`config.mk`:
```
export PLATFORM = sky130hd
export DESIGN_NAME = kaf_mac
export DESIGN_NICKNAME = d
export VERILOG_FILES = /design/src/hw/rtl/kaf_pkg.sv /design/src/hw/rtl/kaf_mac.sv
export SDC_FILE = /design/constraint.sdc
export NUM_CORES = 2
export LEC_CHECK = 0
export BUFFER_PORTS_ARGS = -buffer_cell sky130_fd_sc_hd__buf_4
export CAP_MARGIN = 20
export CORE_MARGIN = 5
export CORE_UTILIZATION = 55
export CTS_BUF_LIST = sky130_fd_sc_hd__clkbuf_4
export CTS_CLUSTER_DIAMETER = 50
export DETAILED_ROUTE_END_ITERATION = 7
export GPL_ROUTABILITY_DRIVEN = 1
export PLACE_DENSITY = 0.73
export SYNTH_ARGS = -nofsm -noshare
export SYNTH_HDL_FRONTEND = slang
export SYNTH_SLANG_ARGS = --single-unit
export TNS_END_PERCENT = 30
```
`constraint.sdc`:
```
create_clock -name clk -period 28.5 [get_ports clk]
set_input_delay 5.7 -clock clk [delete_from_list [all_inputs] [get_ports clk]]
set_output_delay 5.7 -clock clk [all_outputs]
set_load 0.01 [all_outputs]
```
`src/hw/rtl/kaf_pkg.sv`:
```
package kaf_pkg;

  localparam int unsigned DataW = 32;
  localparam int unsigned RegW  = 31;
  localparam int unsigned AccW  = 34;

  localparam logic [1:0] ACT_SAMPLE = 2'd0;
  localparam logic [1:0] ACT_STOP   = 2'd1;
  localparam logic [1:0] ACT_START  = 2'd2;

  localparam logic [3:0] REG_ANGLE_NOISE = 4'd0;
  localparam logic [3:0] REG_BIAS_NOISE  = 4'd1;
  localparam logic [3:0] REG_MEAS_NOISE  = 4'd2;
  localparam logic [3:0] REG_PERIOD      = 4'd3;
  localparam logic [3:0] REG_OBS_GAIN    = 4'd4;
  localparam logic [3:0] REG_INIT_AA     = 4'd5;
  localparam logic [3:0] REG_INIT_CROSS  = 4'd6;
  localparam logic [3:0] REG_INIT_BB     = 4'd7;

  localparam logic [RegW-1:0]  RST_ANGLE_NOISE = 31'd268435;
  localparam logic [RegW-1:0]  RST_BIAS_NOISE  = 31'd805306;
  localparam logic [RegW-1:0]  RST_MEAS_NOISE  = 31'd134217728;
  localparam logic [RegW-1:0]  RST_PERIOD      = 31'd1342177;
  localparam logic [DataW-1:0] RST_OBS_GAIN    = 32'd268435456;
  localparam logic [RegW-1:0]  RST_INIT_AA     = 31'd268435456;
  localparam logic [DataW-1:0] RST_INIT_CROSS  = 32'd0;
  localparam logic [RegW-1:0]  RST_INIT_BB     = 31'd268435456;

  typedef struct packed {
    logic use_prod;
    logic neg_prod;
  } mac_ctl_t;

endpackage

```
`src/hw/rtl/kaf_mac.sv`:
```
module kaf_mac import kaf_pkg::*; (
  input  logic                    clk,
  input  logic signed [DataW-1:0] mul_a,
  input  logic signed [DataW-1:0] mul_b,
  input  logic signed [AccW-1:0]  add_a,
  input  logic signed [AccW-1:0]  add_b,
  input  logic signed [AccW-1:0]  add_c,
  input  mac_ctl_t                ctl,
  output logic signed [DataW-1:0] result
);

  logic signed [63:0] prod_r;
  logic signed [63:0] rnd;
  logic signed [35:0] m;
  logic signed [37:0] term;
  logic signed [37:0] sum;

  always_ff @(posedge clk) begin
    prod_r <= mul_a * mul_b;
  end

  // round half up, then floor by taking the upper bits
  assign rnd = prod_r + 64'sd134217728;
  assign m   = rnd[63:28];

  always_comb begin
    if (!ctl.use_prod) begin
      term = {{4{add_c[AccW-1]}}, add_c};
    end else if (ctl.neg_prod) begin
      term = -{{2{m[35]}}, m};
    end else begin
      term = {{2{m[35]}}, m};
    end
    sum = {{4{add_a[AccW-1]}}, add_a} + {{4{add_b[AccW-1]}}, add_b} + term;
    if (sum > 38'sh0_7FFF_FFFF) begin
      result = 32'sh7FFF_FFFF;
    end else if (sum < -38'sh0_8000_0000) begin
      result = -32'sh8000_0000;
    end else begin
      result = sum[31:0];
    end
  end

endmodule

```
==> flow_summary.toml <==
[synthesis]
synthAdderAreaFrac_pct = 58.7
ys_warn_count = 0
synth_cell_types = 82
yosysTopAreaCell = "fa_1"
synth_top_family_by_area = "adder cells"
netlist_area_um2 = 42300
synth_area_leaders = "fa_1 (51%), inv_1 (8.9%), and2_1 (7.8%)"
yosys.area_share.simple_pct = 17.0
synth_nets = 6179
synth.area.mux_share_pct = 0.905
ys_ff_latch = 37
synth_top_area_share_pct = 51.3
synth_cells = 4674
synth-compound-area-share_pct = 6.55
synth_top_flop_cell = "dfxtp_1"
synth_edf_count = 0
synth_xor_area_share_pct = 4.02
synthArstFlopShare_pct = 0
ys_seq_area_share_pct = 1.75
synth_area_per_cell_um2 = 9.05

[clocking]
cts_tree = "done"
cts.sinks = 37
clock_path_buffers = 2
numCtsBuffers = 5
cts_resized = 0
cts-root-buf = "clkbuf_4"
cts_setup_buffers = 0
hold_buffers = 0
clk_pin_slew_ns = 0.11
h-tree-depth = 2

[cells_and_area]
final_common_cell = "fa_1"
reg_top3 = "prod_r: 37 flops"
drive_gt1_share_pct = 5.77
final_cell_mix = "fa_1 (1083), inv_1 (1003), nand2_1 (577)"
regArea_um2 = 741
top_register = "prod_r"
multi_input_comb_area_um2 = 36900
fillers = 6817
finalNetCount = 6163
syn2layout_area_growth_pct = 4.88
largest_reg_flops = 37

[sta]
worst_pin_slew_ns = 1.08
min_period_ns = 17.53
max_freq_ghz = 0.0571
setup_viol = 0
rsz0062_at_grt = "false"
fin_crit_sh_pct = 61.5
slew_headroom_pct = 27.4
hold_violations = 0
finalMaxSlewViolations = 0
setup_tns_ns = 0

[critical_path]
end_kind = "output pin"
critical_path_class = "primary input to output pin"
cp_max_fo = 31
cp_slowest_cell = "o31ai_1"
critPathBufInv = 3
startpoint_type = "primary input"
max_stage_delay_ns = 0.58
path_common_cell = "o21ai_0"
crit_family = "compound AO/OA/AOI/OAI gates"
worstPathArrival_ns = 11.83
crit_required_ns = 22.80

[drt]
num_vias = 31849
initialDrtViolationCount = 2222
detail-route-antenna-nets = 0
drtPass1Iterations = 7
viasPerCell = 5.59
route.detailed.drc = 0
wire_per_inst_um = 19.9
postRouteWirelength_um = 113000
wl_met3_um = 8720
top_layer = "met4"
met1_length_um = 46600
met2WireLength_um = 54200

[die]
die_h_um = 287
ios = 201
dieArea_um2 = 82500
row_count = 101
initial_core_util_pct = 55.6
core_area_um2 = 76100
die_x_um = 287

[grt]
antenna_found_initial = 5
grt_max_degree = 41
grt_pass1_vias = 35078
overflow = 0
grt_pass1_wl_um = 187000
track_usage_pct = 28.4

[min_path]
hold_class = "primary input to flip-flop"

[placed_design]
gp_congestion = 0.902
dp_hpwl_um = 89300
numPortBuffers = 200

[run]
drv_cap = 0

[status]
status = "complete, no violations"
## tightest hold or removal path: stages
cell and delay (ns):
buf_4 0.23, o21ai_0 0.21, ha_1 0.17, fa_1 0.20, xnor2_1 0.13, xnor2_1 0.08
xnor2_1 0.24, xnor2_1 0.18
## cells by family (layout without fill, tap and decap cells)
| family | Yosys count | after routing |
|---|---|---|
| AO/OA/AOI/OAI | 436 | 436 |
| XOR/XNOR | 191 | 191 |
| adder cells (fa/ha/maj) | 1336 | 1336 |
| buffers and inverters | 1232 | 1217 |
| flip-flops | 37 | 37 |
| multiplexers | 34 | 34 |
| other | 0 | 5 |
| AND/OR/NAND/NOR | 1408 | 1408 |
## worst paths after layout
| path | startpoint | end | slack [ns] | cells past startpoint |
|---|---|---|---|---|
| setup / recovery | add_a[0] | result[7] | 10.97 | 27 |
| hold / removal | mul_a[31] | prod_r[63] | 6.85 | 8 |
## cell type report
cell class / instances / share of cell area [%]
multi-input cells: 3405 / 83.2
clock inverters: 3 / 0.155
repair buffers: 205 / 3.47
diodes: 5 / 0.0282
clock buffers: 5 / 0.0846
well taps: 1030 / 2.91
inverters: 1004 / 8.50
flip-flops and latches: 37 / 1.67
## cells in the mapped netlist (9+ instances only)
cell type and count:
fa_1 1083, inv_1 1003, nand2_1 577, and2_1 524, ha_1 253, clkbuf_1 215, a21oi_1 129, xnor2_1 118
a21o_1 100, nor2_1 96, o21ai_0 80, xor2_1 70, nand3_1 41, dfxtp_1 37, nand4_1 35, mux2_2 30
nand2b_1 21, nor3_1 21, a31oi_1 20, a211oi_1 19, and3_1 17, and4_1 13, nor2b_1 13, o21a_1 13
o31ai_1 12, or3_1 12, o21bai_1 11, buf_2 9
## layer usage
layer	up-vias	track usage [%]
li1	13910	-
met1	16360	39.0
met2	1338	47.9
met3	241	4.05
met4	0	7.41
met5	-	0
## stage by stage
| stage | std cells | hold WS (ns) | instance area [µm²] | utilization [%] | setup slack [ns] |
|---|---|---|---|---|---|
| 2_1_floorplan | 4674 | 6.43 | 42300 | - | 12.03 |
| 3_3_place_gp | 5681 | 6.92 | 44200 | 58.2 | 11.15 |
| 3_5_place_dp | 5681 | 6.93 | 44200 | 58.2 | 11.10 |
| 4_1_cts | 5689 | 6.85 | 44300 | 58.3 | 11.06 |
| 6_report | 5694 | 6.85 | 44400 | 58.3 | 10.97 |
| 5_1_grt | 5694 | 6.94 | 44400 | 58.3 | 10.51 |
Power is not shown: default switching activity piles up to over one toggle a cycle in this logic, so the estimate is an artifact.
