<file path="src/hw/rtl/kaf_pkg.sv">
package kaf_pkg;

  localparam int unsigned DataW = 32;
  localparam int unsigned RegW  = 31;
  localparam int unsigned AccW  = 34;

  localparam logic [1:0] ACT_SAMPLE = 2'd0;
  localparam logic [1:0] ACT_STOP   = 2'd1;
  localparam logic [1:0] ACT_START  = 2'd2;

  localparam logic [3:0] REG_ANGLE_NOISE = 4'd0;
  localparam logic [3:0] REG_BIAS_NOISE  = 4'd1;
  localparam logic [3:0] REG_MEAS_NOISE  = 4'd2;
  localparam logic [3:0] REG_PERIOD      = 4'd3;
  localparam logic [3:0] REG_OBS_GAIN    = 4'd4;
  localparam logic [3:0] REG_INIT_AA     = 4'd5;
  localparam logic [3:0] REG_INIT_CROSS  = 4'd6;
  localparam logic [3:0] REG_INIT_BB     = 4'd7;

  localparam logic [RegW-1:0]  RST_ANGLE_NOISE = 31'd268435;
  localparam logic [RegW-1:0]  RST_BIAS_NOISE  = 31'd805306;
  localparam logic [RegW-1:0]  RST_MEAS_NOISE  = 31'd134217728;
  localparam logic [RegW-1:0]  RST_PERIOD      = 31'd1342177;
  localparam logic [DataW-1:0] RST_OBS_GAIN    = 32'd268435456;
  localparam logic [RegW-1:0]  RST_INIT_AA     = 31'd268435456;
  localparam logic [DataW-1:0] RST_INIT_CROSS  = 32'd0;
  localparam logic [RegW-1:0]  RST_INIT_BB     = 31'd268435456;

  typedef struct packed {
    logic use_prod;
    logic neg_prod;
  } mac_ctl_t;

endpackage

</file>
<file path="src/hw/rtl/kaf_div.sv">
module kaf_div import kaf_pkg::*; (
  input  logic                    clk,
  input  logic                    rst_n,
  input  logic                    start,
  input  logic signed [DataW-1:0] num,
  input  logic signed [DataW-1:0] den,
  output logic                    done,
  output logic signed [DataW-1:0] quo
);

  localparam int unsigned QW = DataW + 28;

  logic          busy_r;
  logic          done_r;
  logic [5:0]    cnt_r;
  logic          neg_r;
  logic          zero_r;
  logic [QW-1:0] dvd_r;
  logic [31:0]   dsr_r;
  logic [31:0]   rem_r;
  logic [32:0]   rem_sh;
  logic          fit;
  logic signed [DataW-1:0] quo_r;
  logic [31:0]   num_mag;
  logic [31:0]   den_mag;
  logic [QW-1:0] q_fin;

  assign num_mag = num[31] ? 32'(-num) : 32'(num);
  assign den_mag = den[31] ? 32'(-den) : 32'(den);
  assign rem_sh  = {rem_r, dvd_r[QW-1]};
  assign fit     = rem_sh >= {1'b0, dsr_r};
  assign q_fin   = {dvd_r[QW-2:0], fit};

  always_ff @(posedge clk) begin
    if (!rst_n) begin
      busy_r <= 1'b0;
      done_r <= 1'b0;
      cnt_r  <= '0;
    end else begin
      done_r <= 1'b0;
      if (start) begin
        busy_r <= 1'b1;
        cnt_r  <= '0;
      end else if (busy_r) begin
        cnt_r <= cnt_r + 6'd1;
        if (cnt_r == 6'(QW - 1)) begin
          busy_r <= 1'b0;
          done_r <= 1'b1;
        end
      end
    end
  end

  always_ff @(posedge clk) begin
    if (start) begin
      neg_r  <= num[31] ^ den[31];
      zero_r <= den == '0;
      dvd_r  <= {num_mag, 28'd0};
      dsr_r  <= den_mag;
      rem_r  <= '0;
    end else if (busy_r) begin
      rem_r <= fit ? 32'(rem_sh - {1'b0, dsr_r}) : rem_sh[31:0];
      dvd_r <= q_fin;
      if (cnt_r == 6'(QW - 1)) begin
        if (zero_r) begin
          quo_r <= '0;
        end else if (!neg_r) begin
          quo_r <= (q_fin > QW'(32'h7FFF_FFFF)) ? 32'sh7FFF_FFFF : signed'(q_fin[31:0]);
        end else begin
          quo_r <= (q_fin >= QW'(33'h1_0000_0000 >> 1)) ? -32'sh8000_0000
                                                        : -signed'(q_fin[31:0]);
        end
      end
    end
  end

  assign done = done_r;
  assign quo  = quo_r;

endmodule

</file>
<file path="config.mk">
export PLATFORM = sky130hd
export DESIGN_NAME = kaf_div
export DESIGN_NICKNAME = d
export VERILOG_FILES = /design/src/hw/rtl/kaf_pkg.sv /design/src/hw/rtl/kaf_div.sv
export SDC_FILE = /design/constraint.sdc
export NUM_CORES = 1
export LEC_CHECK = 0
export ABC_AREA = 0
export CAP_MARGIN = 20
export CORE_MARGIN = 2
export CORE_UTILIZATION = 58
export CTS_CLUSTER_DIAMETER = 40
export DETAILED_ROUTE_END_ITERATION = 8
export DONT_BUFFER_PORTS = 1
export PLACE_DENSITY = 0.76
export SETUP_SLACK_MARGIN = 0.15
export SLEW_MARGIN = 10
export SYNTH_ARGS = -nofsm -noshare
export SYNTH_HDL_FRONTEND = slang
export SYNTH_SLANG_ARGS = --single-unit
</file>
<file path="constraint.sdc">
create_clock -name clk -period 5.7 [get_ports clk]
set_input_delay 0.57 -clock clk [delete_from_list [all_inputs] [get_ports clk]]
set_output_delay 0.57 -clock clk [all_outputs]
set_load 0.02 [all_outputs]
</file>
==> results by group, run 1 <==
Synthesis
  • Post-synthesis cell count: 1,101
  • Sequential fraction of the synthesis area: 0.424
  • YS warnings: 0
  • Cell variety after synth: 66
  • Post-Syn Area: 10,200 um^2
  • Post-synth EDFFs: 98
  • Synthesis-stage register bit count: around 170
  • Net Count, Synth: between 1,000 and 1,500
  • Asr flop ratio synth: 0
  • Top_reg_cell synth: edfxtp_1
  • Synth Area per Inst: 9.22 um^2

STA
  • Final Hold Fails: 0
  • Setup TNS: 0 ps
  • Final setup fails: 0
  • Fin Hold WS: 235 ps
  • Crit share post-route: 0.861
  • Max Freq: 0.204 GHz
  • Slew headroom: 0.319
  • RSZ-0062 raised after global routing: no
  • Final worst path period need: just under 5000 ps
  • Worst Clk Skew: 10.8 ps
  • Worst-Margin Slew: 1020 ps
  • Final-report max-slew violation count: 0

Drt
  • Post-route ant nets: 0
  • Post-route DRC: 0
  • Drt wl/cell: between 15 and 20 um
  • First drt pass iteration count: 4
  • Vias/cell: 6.27
  • Iteration-0 DRC count of the detailed router: about 640
  • Drt total wl: 22,400 um
  • Vias: 8,183

CTS
  • Root Buffer: clkbuf_16
  • Post-CTS setup buffer count: 0
  • Max Root-Sink Buffers: 2
  • H-tree level count: 4
  • Clock Latency Late Sink: 430 ps
  • Post-cts sizing count: 0
  • CTS Hold Bufs: 0
  • Clock sinks: about 170
  • CTS tree: done
  • CTS clk-pin slew, worst paths: 70 ps
  • Cts bufs inserted: 17

Die
  • Die height: between 100 and 150 um
  • Starting Density: 0.591
  • Die Span X: 136 um
  • Core area: 17,200 um^2
  • Ports: 100
  • Row count: 48
  • DIE AREA: between 15,000 and 20,000 um^2

Critical path
  • Crit end category: register
  • Slowest stage cell, crit path: or4_4
  • Crit-path most repeated cell: a21oi_1
  • Setup CP Type: reg2reg
  • Crit-path cells: inv_1 > ha_1 > a21oi_1 > o211ai_1 > a21oi_1 > a31oi_1 > o21ai_1 > and3_1 > ha_1 > or3b_1 > or4_1 > or3_4 > or4_4 > nor2_8 > nand2_4 > o311ai_2 > o21ai_1 > a21oi_1
  • Worst-path maximum fanout: 7
  • CP arrival: 5190 ps
  • Critical Path Start Type: register
  • Worst path required time: between 5000 and 6000 ps
  • Delay of the slowest critical-path stage: approximately 540 ps

Global route
  • GRT Util Overall: 0.250
  • Vias in the first global route: roughly 7,800
  • Antenna violations before repair: 0
  • Largest net degree at the start of global routing: 131
  • Grt total ovfl: 0
  • First-pass GRT wire length: 37,300 um

Placement
  • Post-DP HPWL: around 15,000 um
  • Post-Place Cell Area: 10,300 um^2
  • Placed cell count: 1,273
  • Routability cong.: 0.851
  • Port Buf Inserts: 0

Power and ir drop
  • Worst IR drop on VDD: 0.222 mV
  • Power Density: 294 nW/um^2
  • Leakage: 4.08 nW
  • Tot Pwr: roughly 3.2 mW

Finish
  • Most common library cell in the layout ignoring fill and taps: nor2_1
  • Fraction of layout cells with a size suffix above 1: 0.0500
  • Area Growth Syn to Fin: 7.27%
  • Fin cells: 1,306
  • Ant diodes: 0
  • Cell area after layout: 10,900 um^2
  • Fillers: between 1,000 and 1,500
  • Commonest cells after routing, fill and taps aside: 116 x nor2_1, 98 x edfxtp_1, 94 x nand2_1
  • Post-layout nets: around 1,200

Outcome
  • Outcome: complete, no violations

Job
  • Max_cap viols: 0

Worst hold path
  • Hold Path Class: in2reg
==> path summary, 6_finish.rpt <==
path	to	from	depth (start not counted)	slack, ps
max reg2reg	quo[30]$_SDFFCE_PP0P_	dsr_r[14]$_DFFE_PP_	18	790
min	dsr_r[0]$_DFFE_PP_	den[0]	0	240
max	quo[30]$_SDFFCE_PP0P_	dsr_r[14]$_DFFE_PP_	18	790
min reg2reg	rem_r[24]$_SDFFE_PP0P_	rem_r[23]$_SDFFE_PP0P_	2	490
==> synthesized netlist by cell type, types with 3 or more instances <==
library cell	n	area share
mux2i_1	32	0.032
nand4_1	15	0.0092
nand3_1	14	0.0069
o41ai_1	11	0.0095
a211o_1	6	0.0052
or4_1	10	0.0074
clkbuf_1	49	0.018
or3_1	19	0.012
a221oi_1	4	0.0035
o31ai_1	21	0.016
a21oi_1	46	0.023
o211ai_1	6	0.0044
a31o_2	3	0.0026
nor2_1	116	0.043
inv_1	56	0.021
and3_1	7	0.0043
a31oi_1	23	0.014
nor2b_1	7	0.0043
o21a_1	5	0.0037
ha_1	36	0.044
a211oi_1	16	0.012
or3b_1	3	0.0026
a22o_1	32	0.028
nor4_1	17	0.010
a311oi_1	23	0.020
xor2_1	18	0.016
edfxtp_1	98	0.29
nand2b_1	13	0.0080
nor3_1	27	0.013
o21ai_1	3	0.0015
xnor2_1	66	0.057
a21o_1	19	0.014
o21bai_1	6	0.0044
o21ai_0	64	0.032
buf_1	8	0.0030
nand2_1	94	0.035
dfxtp_1	68	0.13
==> layer usage <==
metal,GRT usage,part of all wire,vias to the layer above
met2,0.405,0.48,238
met5,0,0,-
met1,0.340,0.46,3891
met3,0.0425,0.045,32
li1,-,-,4022
met4,0.0845,0.017,0
==> through the flow <==
step,setup WS (ps),util
5_1_grt,439,0.634
2_1_floorplan,405,-
3_3_place_gp,927,0.597
3_5_place_dp,799,0.597
4_1_cts,791,0.632
6_report,790,0.634
==> sequential cells by signal, indices dropped and copies added (netlist names), 6 cells and up <==
| name | count |
|---|---|
| cnt_r | 6 |
| dvd_r | 60 |
| quo | 32 |
| rem_r | 32 |
| dsr_r | 32 |
==> power breakdown <==
part / internal [mW] / total, mW / switching, mW
Clock: 0.693 / 1.19 / 0.497
Sequential: 1.36 / 1.41 / 0.0542
Combinational: 0.248 / 0.601 / 0.352
==> cell families after synthesis <==
| group | count (synthesis) | synth area share |
|---|---|---|
| AOI/OAI and AO/OA | 305 | 0.208 |
| xor gates and xnor gates | 84 | 0.0725 |
| adders and majority gates | 37 | 0.0463 |
| buffers and inverters | 117 | 0.0441 |
| DFF | 166 | 0.424 |
| muxes | 33 | 0.0327 |
| and+or+nand+nor | 359 | 0.173 |
==> final cells by class <==
type	count	area [um^2]	share of cell area
repair buffers	7	72.6	0.00666
flip-flops and latches	166	4310	0.396
inverters	58	218	0.0200
clock inverters	11	136	0.0125
clock buffers	21	472	0.0433
well taps	225	282	0.0259
multi-input cells	818	5400	0.496
==> critical path, delay by kind of cell, from the launching register on <==
kind / cells / cell delay (ps)
fa+ha+maj: 2 / 570
flops: 1 / 320
compound gates: 8 / 1510
buf+inv: 1 / 40
simple gates: 7 / 2310
Note: power is estimated with default switching activity, not from simulation.
==> run 2: changes to the inputs <==
CTS_BUF_LIST = sky130_fd_sc_hd__clkbuf_2   (was not set)
PLACE_DENSITY = 0.84   (was 0.76)
==> run 2 against run 1 <==
Design area decreased by 0.15%. Clock power decreased by 54%. Die area unchanged.
==> results by group, run 2 (synthesized netlist as in run 1, its figures left out) <==
Outcome
  • Outcome: complete, no violations

Power and ir drop
  • Worst IR drop on VDD: 0.121 mV (-46%)
  • Leakage: 4.07 nW (-0.16%)
  • Power Density: 240 nW/um^2 (-18%)

Worst hold path
  • Hold_sp: rst_n
  • Hold Path Class: in2reg
  • Worst Hold Depth: 2 (+2)
  • Hold path endpoint: cnt_r[5]$_SDFFE_PP0P_

Job
  • Max_cap viols: 0 (unchanged)

Finish
  • Fillers: 1,415 (-4.1%)
  • Area of the multi-input gates: 5400 um^2 (unchanged)
  • Fraction of layout cells with a size suffix above 1: 0.0492 (-0.000803)
  • Final core area utilization: 0.633 (-0.000947)
  • Commonest cells after routing, fill and taps aside: 116 x nor2_1, 98 x edfxtp_1, 94 x nand2_1
  • Largest register FFs: 60 (unchanged)
  • Area Growth Syn to Fin: 7.11%
  • Cell area after layout: 10,900 um^2 (-0.15%)
  • Most common library cell in the layout ignoring fill and taps: nor2_1
  • Post-layout nets: 1,210 (+3.2%)
  • Seq. cell area: 4310 um^2 (unchanged)
  • Top reg by flops: dvd_r

Placement
  • Routability cong.: 0.882 (+3.7%)
  • Port Buf Inserts: 0 (unchanged)
  • Post-Place Cell Area: 10,300 um^2 (+0.27%)
  • Post-DP HPWL: 15,500 um (+2.4%)

Critical path
  • Critical Path Start Type: register
  • R2r setup slk: 670 ps (-120 ps)
  • Crit end category: register
  • Slowest stage cell, crit path: or4_4
  • Delay of the slowest critical-path stage: 540 ps (about the same)
  • Reg2reg end: quo[30]$_SDFFCE_PP0P_
  • Crit-path cells: inv_1 > ha_1 > a211oi_1 > o211ai_1 > a21oi_1 > a31oi_1 > o21ai_1 > and3_1 > ha_1 > or3b_1 > or4_1 > or3_4 > or4_4 > nor2_8 > nand2_4 > o311ai_2 > o21ai_1 > a21oi_1
  • Worst-path maximum fanout: 7 (unchanged)
  • Setup CP Type: reg2reg
  • Worst path required time: 6310 ps (+330 ps)
  • RR Startpoint: dsr_r[10]$_DFFE_PP_
  • CP arrival: 5640 ps (+450 ps)
  • Worst R2R Path Depth: 18 (unchanged)

CTS
  • CTS tree: done
  • CTS clk-pin slew, worst paths: 250 ps (+180 ps)
  • Root Buffer: clkbuf_2
  • Max Root-Sink Buffers: 2 (unchanged)
  • Cts bufs inserted: 17 (unchanged)
  • Post-cts sizing count: 0 (unchanged)
  • H-tree level count: 4 (unchanged)
  • Clock Latency Late Sink: 750 ps (+320 ps)
  • Clock sinks: 166 (unchanged)

STA
  • Final Hold Fails: 0 (unchanged)
  • Crit share post-route: 0.882 (+0.0209)
  • RSZ-0062 raised after global routing: no
  • Final worst path period need: 5030 ps (+119 ps)
  • Slew headroom: 0.265 (-0.0536)
  • Final-report max-slew violation count: 0 (unchanged)
  • Setup TNS: 0 ps (unchanged)
  • Worst-Margin Slew: 1100 ps (+82.9 ps)
  • Final setup fails: 0 (unchanged)
  • Max Freq: 0.199 GHz (-2.4%)
  • Worst Clk Skew: 39.1 ps (+28.3 ps)

Global route
  • Vias in the first global route: 7,915 (+2.0%)
  • First-pass GRT wire length: 38,100 um (+2.1%)
  • Antenna violations before repair: 1 (+1)
  • Largest net degree at the start of global routing: 100 (-24%)
  • Grt total ovfl: 0 (unchanged)
  • GRT Util Overall: 0.258 (+0.00778)

Drt
  • Post-route ant nets: 0 (unchanged)
  • Post-route DRC: 0 (unchanged)
  • Drt total wl: 23,800 um (+6.4%)
  • Vias/cell: 6.32 (+0.92%)
  • First drt pass iteration count: 5 (+1)
  • Iteration-0 DRC count of the detailed router: 604 (-5.3%)
  • Vias: 8,505 (+3.9%)
  • Drt wl/cell: 17.7 um (+3.3%)

Die
  • Row count: 48 (unchanged)
  • Die height: 136 um (unchanged)
  • Core area: 17,200 um^2 (unchanged)
  • Ports: 100 (unchanged)
  • Die Span X: 136 um (unchanged)
  • Starting Density: 0.591 (unchanged)
  • DIE AREA: 18,600 um^2 (unchanged)
[run 2: worst max-delay path by stage]
stage	from	to	slack (ps)
final	dsr_r[10]$_DFFE_PP_	quo[30]$_SDFFCE_PP0P_	670
after global routing	dsr_r[14]$_DFFE_PP_	quo[28]$_SDFFCE_PP0P_	310
after CTS	dsr_r[10]$_DFFE_PP_	quo[30]$_SDFFCE_PP0P_	770
after detailed placement	dsr_r[10]$_DFFE_PP_	quo[28]$_SDFFCE_PP0P_	780
after global placement	dsr_r[10]$_DFFE_PP_	quo[28]$_SDFFCE_PP0P_	930
after floorplan	dsr_r[14]$_DFFE_PP_	quo[30]$_SDFFCE_PP0P_	400
[run 2: routing by layer]
metal,track usage,wire [um],up-vias
met5,0,0,-
met4,0.115,724,0
met3,0.0436,1330,51
met2,0.423,11400,310
met1,0.335,10300,4042
li1,-,-,4102
[run 2: repair_timing]
item	4_1_cts	5_1_grt
buffers inserted	0	0
endpoints found under the hold margin	130	3
hold buffers	35	3
[run 2: cell type report]
| type | count | area share |
|---|---|---|
| antenna | 1 | 0.000230 |
| sequential | 166 | 0.396 |
| timing repair buffer | 45 | 0.0433 |
| clock buffer | 18 | 0.00828 |
| inverter | 58 | 0.0200 |
| tap | 225 | 0.0259 |
| multi-input combinational | 818 | 0.497 |
| clock inverter | 14 | 0.00932 |
[run 2: where the power goes]
| part | total (mW) | internal [mW] | switching [mW] |
|---|---|---|---|
| clock network | 0.547 | 0.119 | 0.428 |
| logic | 0.659 | 0.269 | 0.390 |
| registers | 1.40 | 1.36 | 0.0480 |
[run 2: metrics by stage]
stage	setup slack, ps	instances	power, mW	hold WS [ps]
2_1_floorplan	405	1101	1.91	458
3_3_place_gp	930	1273	2.01	468
3_5_place_dp	781	1274	2.03	480
4_1_cts	767	1341	2.61	0.988
5_1_grt	314	1345	2.75	5.02
6_report	671	1345	2.61	51.8
[run 2: critical path: cells and delay by family, from the launching register on]
kind                     cells  cell delay (ps)
buffers and inverters        1               40
adder cells (fa/ha/maj)      2              550
flip-flops                   1              380
AO/OA/AOI/OAI                8             1580
AND/OR/NAND/NOR              7             2330
==> run 3: changes to the inputs <==
ABC_AREA = 1   (was 0)
==> run 3 against run 2 <==
Synthesized cell count up 35%. Flip-flop and latch count unchanged. Power down 4.5%. Final cell count up 31%. Non-clock buffer count up 9. Critical endpoint unchanged. Core utilization up 0.51 points. Largest cell class unchanged. Clock skew up 5.5 ps.
==> results by group, run 3 <==
Outcome
  • Outcome: complete, no violations

Critical path
  • Delay of the slowest critical-path stage: 390 ps (-150 ps)
  • Setup CP Type: reg2reg
  • R2r setup slk: 1560 ps (+890 ps)
  • Slowest stage cell, crit path: edfxtp_1
  • Crit-path most repeated cell: nand2_1
  • Critical Path Start Type: register
  • CP arrival: 4740 ps (-900 ps)
  • Crit-path cells: inv_1 > ha_1 > nand2_2 > inv_1 > nand2_1 > nand2_1 > nand2_1 > nand3_1 > nand2_2 > nand2_4 > nand2_4 > nand2_4 > inv_2 > ha_1 > nand3_2 > nor3_1 > nand4_1 > nor2_1 > nand3_1 > xor2_1 > nand2_1 > a21oi_1
  • Worst path required time: 6310 ps (about the same)
  • Crit end category: register
  • Worst-path maximum fanout: 58 (+51)

Power and ir drop
  • Leakage: 5.21 nW (+28%)
  • Clock power frac: 0.309 (+0.099)
  • Int Pwr: 1.74 mW (-0.30%)
  • Logic pwr share: 0.146 (-0.106)
  • Worst IR drop on VDD: 0.161 mV (+33%)
  • Reg power frac: 0.544 (+0.006)
  • Power Density: 211 nW/um^2 (-12%)
  • Switching share of total power: 0.302 (-0.0297)
  • Net load switching power: 0.752 mW (-13%)

CTS
  • Max Root-Sink Buffers: 2 (unchanged)
  • CTS clk-pin slew, worst paths: 300 ps (+50 ps)
  • Post-CTS setup buffer count: 0 (unchanged)
  • H-tree level count: 4 (unchanged)
  • Clock sinks: 166 (unchanged)
  • Cts bufs inserted: 17 (unchanged)
  • CTS tree: done
  • Root Buffer: clkbuf_2
  • Clock Latency Late Sink: 810 ps (+60 ps)
  • CTS Hold Bufs: 43 (+23%)
  • Post-cts sizing count: 0 (unchanged)

Die
  • Row count: 50 (+4.2%)
  • Die height: 141 um (+3.4%)
  • Core area: 18,500 um^2 (+7.8%)
  • DIE AREA: 19,900 um^2 (+6.9%)
  • Starting Density: 0.587 (-0.00389)
  • Die Span X: 141 um (+3.4%)
  • Ports: 100 (unchanged)

Drt
  • Vias/cell: 5.89 (-6.8%)
  • Iteration-0 DRC count of the detailed router: 1,024 (+70%)
  • First drt pass iteration count: 6 (+1)
  • Post-route DRC: 0 (unchanged)
  • Post-route ant nets: 0 (unchanged)
  • Drt total wl: 29,300 um (+23%)
  • Drt wl/cell: 16.6 um (-6.3%)
  • Vias: 10,400 (+22%)

Global route
  • Antenna violations before repair: 1 (unchanged)
  • First-pass GRT wire length: 47,500 um (+25%)
  • Largest net degree at the start of global routing: 63 (-37%)
  • GRT Util Overall: 0.295 (+0.0372)
  • Vias in the first global route: 9,732 (+23%)
  • Grt total ovfl: 0 (unchanged)

STA
  • Final-report max-slew violation count: 0 (unchanged)
  • Crit share post-route: 0.726 (-0.157)
  • Final worst path period need: 4140 ps (-892 ps)
  • Slew headroom: 0.447 (+0.182)
  • Final Hold Fails: 0 (unchanged)
  • Setup TNS: 0 ps (unchanged)
  • Final setup fails: 0 (unchanged)
  • Worst Clk Skew: 44.5 ps (+5.48 ps)
  • Max Freq: 0.242 GHz (+22%)
  • Fin Hold WS: 43.3 ps (-8.47 ps)
  • RSZ-0062 raised after global routing: no
  • Worst-Margin Slew: 829 ps (-273 ps)

Placement
  • Post-DP HPWL: 20,000 um (+30%)
  • Routability cong.: 1.01 (+15%)
  • Port Buf Inserts: 0 (unchanged)

Synthesis
  • Post-synthesis mux area share: 0 (-0.0327)
  • Dominant cell type by area after synthesis: edfxtp_1
  • Post-Syn Area: 10,900 um^2 (+7.1%)
  • YS warnings: 0 (unchanged)
  • Synth Area in Simple Gates: 0.256 (+0.0832)
  • Post-synth top cells: 292 x nand2_1, 208 x inv_1, 150 x nor2_1
  • Largest family of logic cells by synthesized area: simple AND/OR/NAND/NOR gates
  • Cell variety after synth: 49 (-26%)
  • Synth Area in Adders: 0.0433 (-0.00307)
  • Sequential fraction of the synthesis area: 0.396 (-0.0281)
  • Synthesis-stage register bit count: 166 (unchanged)
  • Share of the synthesized area in the top cell type: 0.271 (-0.0192)
  • Compound-Gate Fraction of Synth Area: 0.168 (-0.0399)
  • Top_reg_cell synth: edfxtp_1
  • Net Count, Synth: 1,592 (+32%)
  • Ranking of synthesized cells by area: edfxtp_1 27%, dfxtp_1 13%, nand2_1 10%
  • Synth Area per Inst: 7.31 um^2 (-21%)
  • Post-Synth XOR/XNOR Area: 0.0435 (-0.0290)
  • Post-synthesis cell count: 1,488 (+35%)
  • Asr flop ratio synth: 0 (unchanged)
  • Post-synth EDFFs: 98 (unchanged)
  • Top-count cell post-synth: nand2_1

Finish
  • Commonest cells after routing, fill and taps aside: 292 x nand2_1, 208 x inv_1, 148 x nor2_1
  • Largest register FFs: 60 (unchanged)
  • Top reg by flops: dvd_r
  • Area Growth Syn to Fin: 8.69%
  • Fraction of layout cells with a size suffix above 1: 0.0556 (+0.00640)
  • Post-layout nets: 1,621 (+34%)
  • Most common library cell in the layout ignoring fill and taps: nand2_1

Worst hold path
  • Hold Path Class: in2reg

Job
  • Max_cap viols: 0 (unchanged)
-- run 3: cell type report --
type | count | area [um^2]
fill | 1612 | 6700
multi-input combinational | 1062 | 5560
sequential | 166 | 4300
inverter | 216 | 811
timing repair buffer | 54 | 538
tap | 234 | 293
clock inverter | 15 | 228
clock buffer | 17 | 85.1
antenna | 1 | 2.50
-- run 3: stage by stage --
step | setup WS, ps | instance area [um^2] | utilization | instances | power (mW)
after floorplan | 2550 | 10900 | - | 1488 | 1.62
after global placement | 1800 | 11000 | 0.595 | 1686 | 1.69
after detailed placement | 1700 | 11000 | 0.595 | 1686 | 1.69
after CTS | 1720 | 11800 | 0.636 | 1761 | 2.49
after global routing | 1200 | 11800 | 0.638 | 1765 | 2.59
final | 1560 | 11800 | 0.638 | 1765 | 2.49
-- run 3: worst paths after layout --
path / startpoint / endpoint / cells after the start
min: den[31] / dsr_r[21]$_DFFE_PP_ / 2
max reg2reg: dsr_r[3]$_DFFE_PP_ / quo[30]$_SDFFCE_PP0P_ / 22
max: dsr_r[3]$_DFFE_PP_ / quo[30]$_SDFFCE_PP0P_ / 22
min reg2reg: cnt_r[5]$_SDFFE_PP0P_ / cnt_r[5]$_SDFFE_PP0P_ / 1
-- run 3: cell families after synthesis --
logic type,after synthesis
fa+ha+maj,37
compound gates,334
simple gates,637
buf+inv,260
xor+xnor,54
flops,166
-- run 3: worst max-delay path: cells and delay by family, from the launching register on --
family | cells | cell delay [ps]
compound gates | 1 | 60
xor+xnor | 1 | 160
fa+ha+maj | 2 | 670
buf+inv | 3 | 470
flops | 1 | 390
simple gates | 15 | 2140
-- run 3: power groups by stage --
stage	Combinational, mW	Sequential (mW)	Clock [mW]
4_1_cts	0.354	1.36	0.777
2_1_floorplan	0.250	1.37	0
3_5_place_dp	0.314	1.38	0
6_report	0.365	1.36	0.771
5_1_grt	0.405	1.36	0.817
3_3_place_gp	0.308	1.38	0
-- run 3: per-layer routing --
metal	track usage	vias to the layer above	share of wire	routed length [um]
met5	0	-	0	0
met4	0.108	0	0.027	788
met3	0.0503	67	0.077	2250
met2	0.481	510	0.47	13700
met1	0.396	4748	0.43	12600
li1	-	5075	-	-
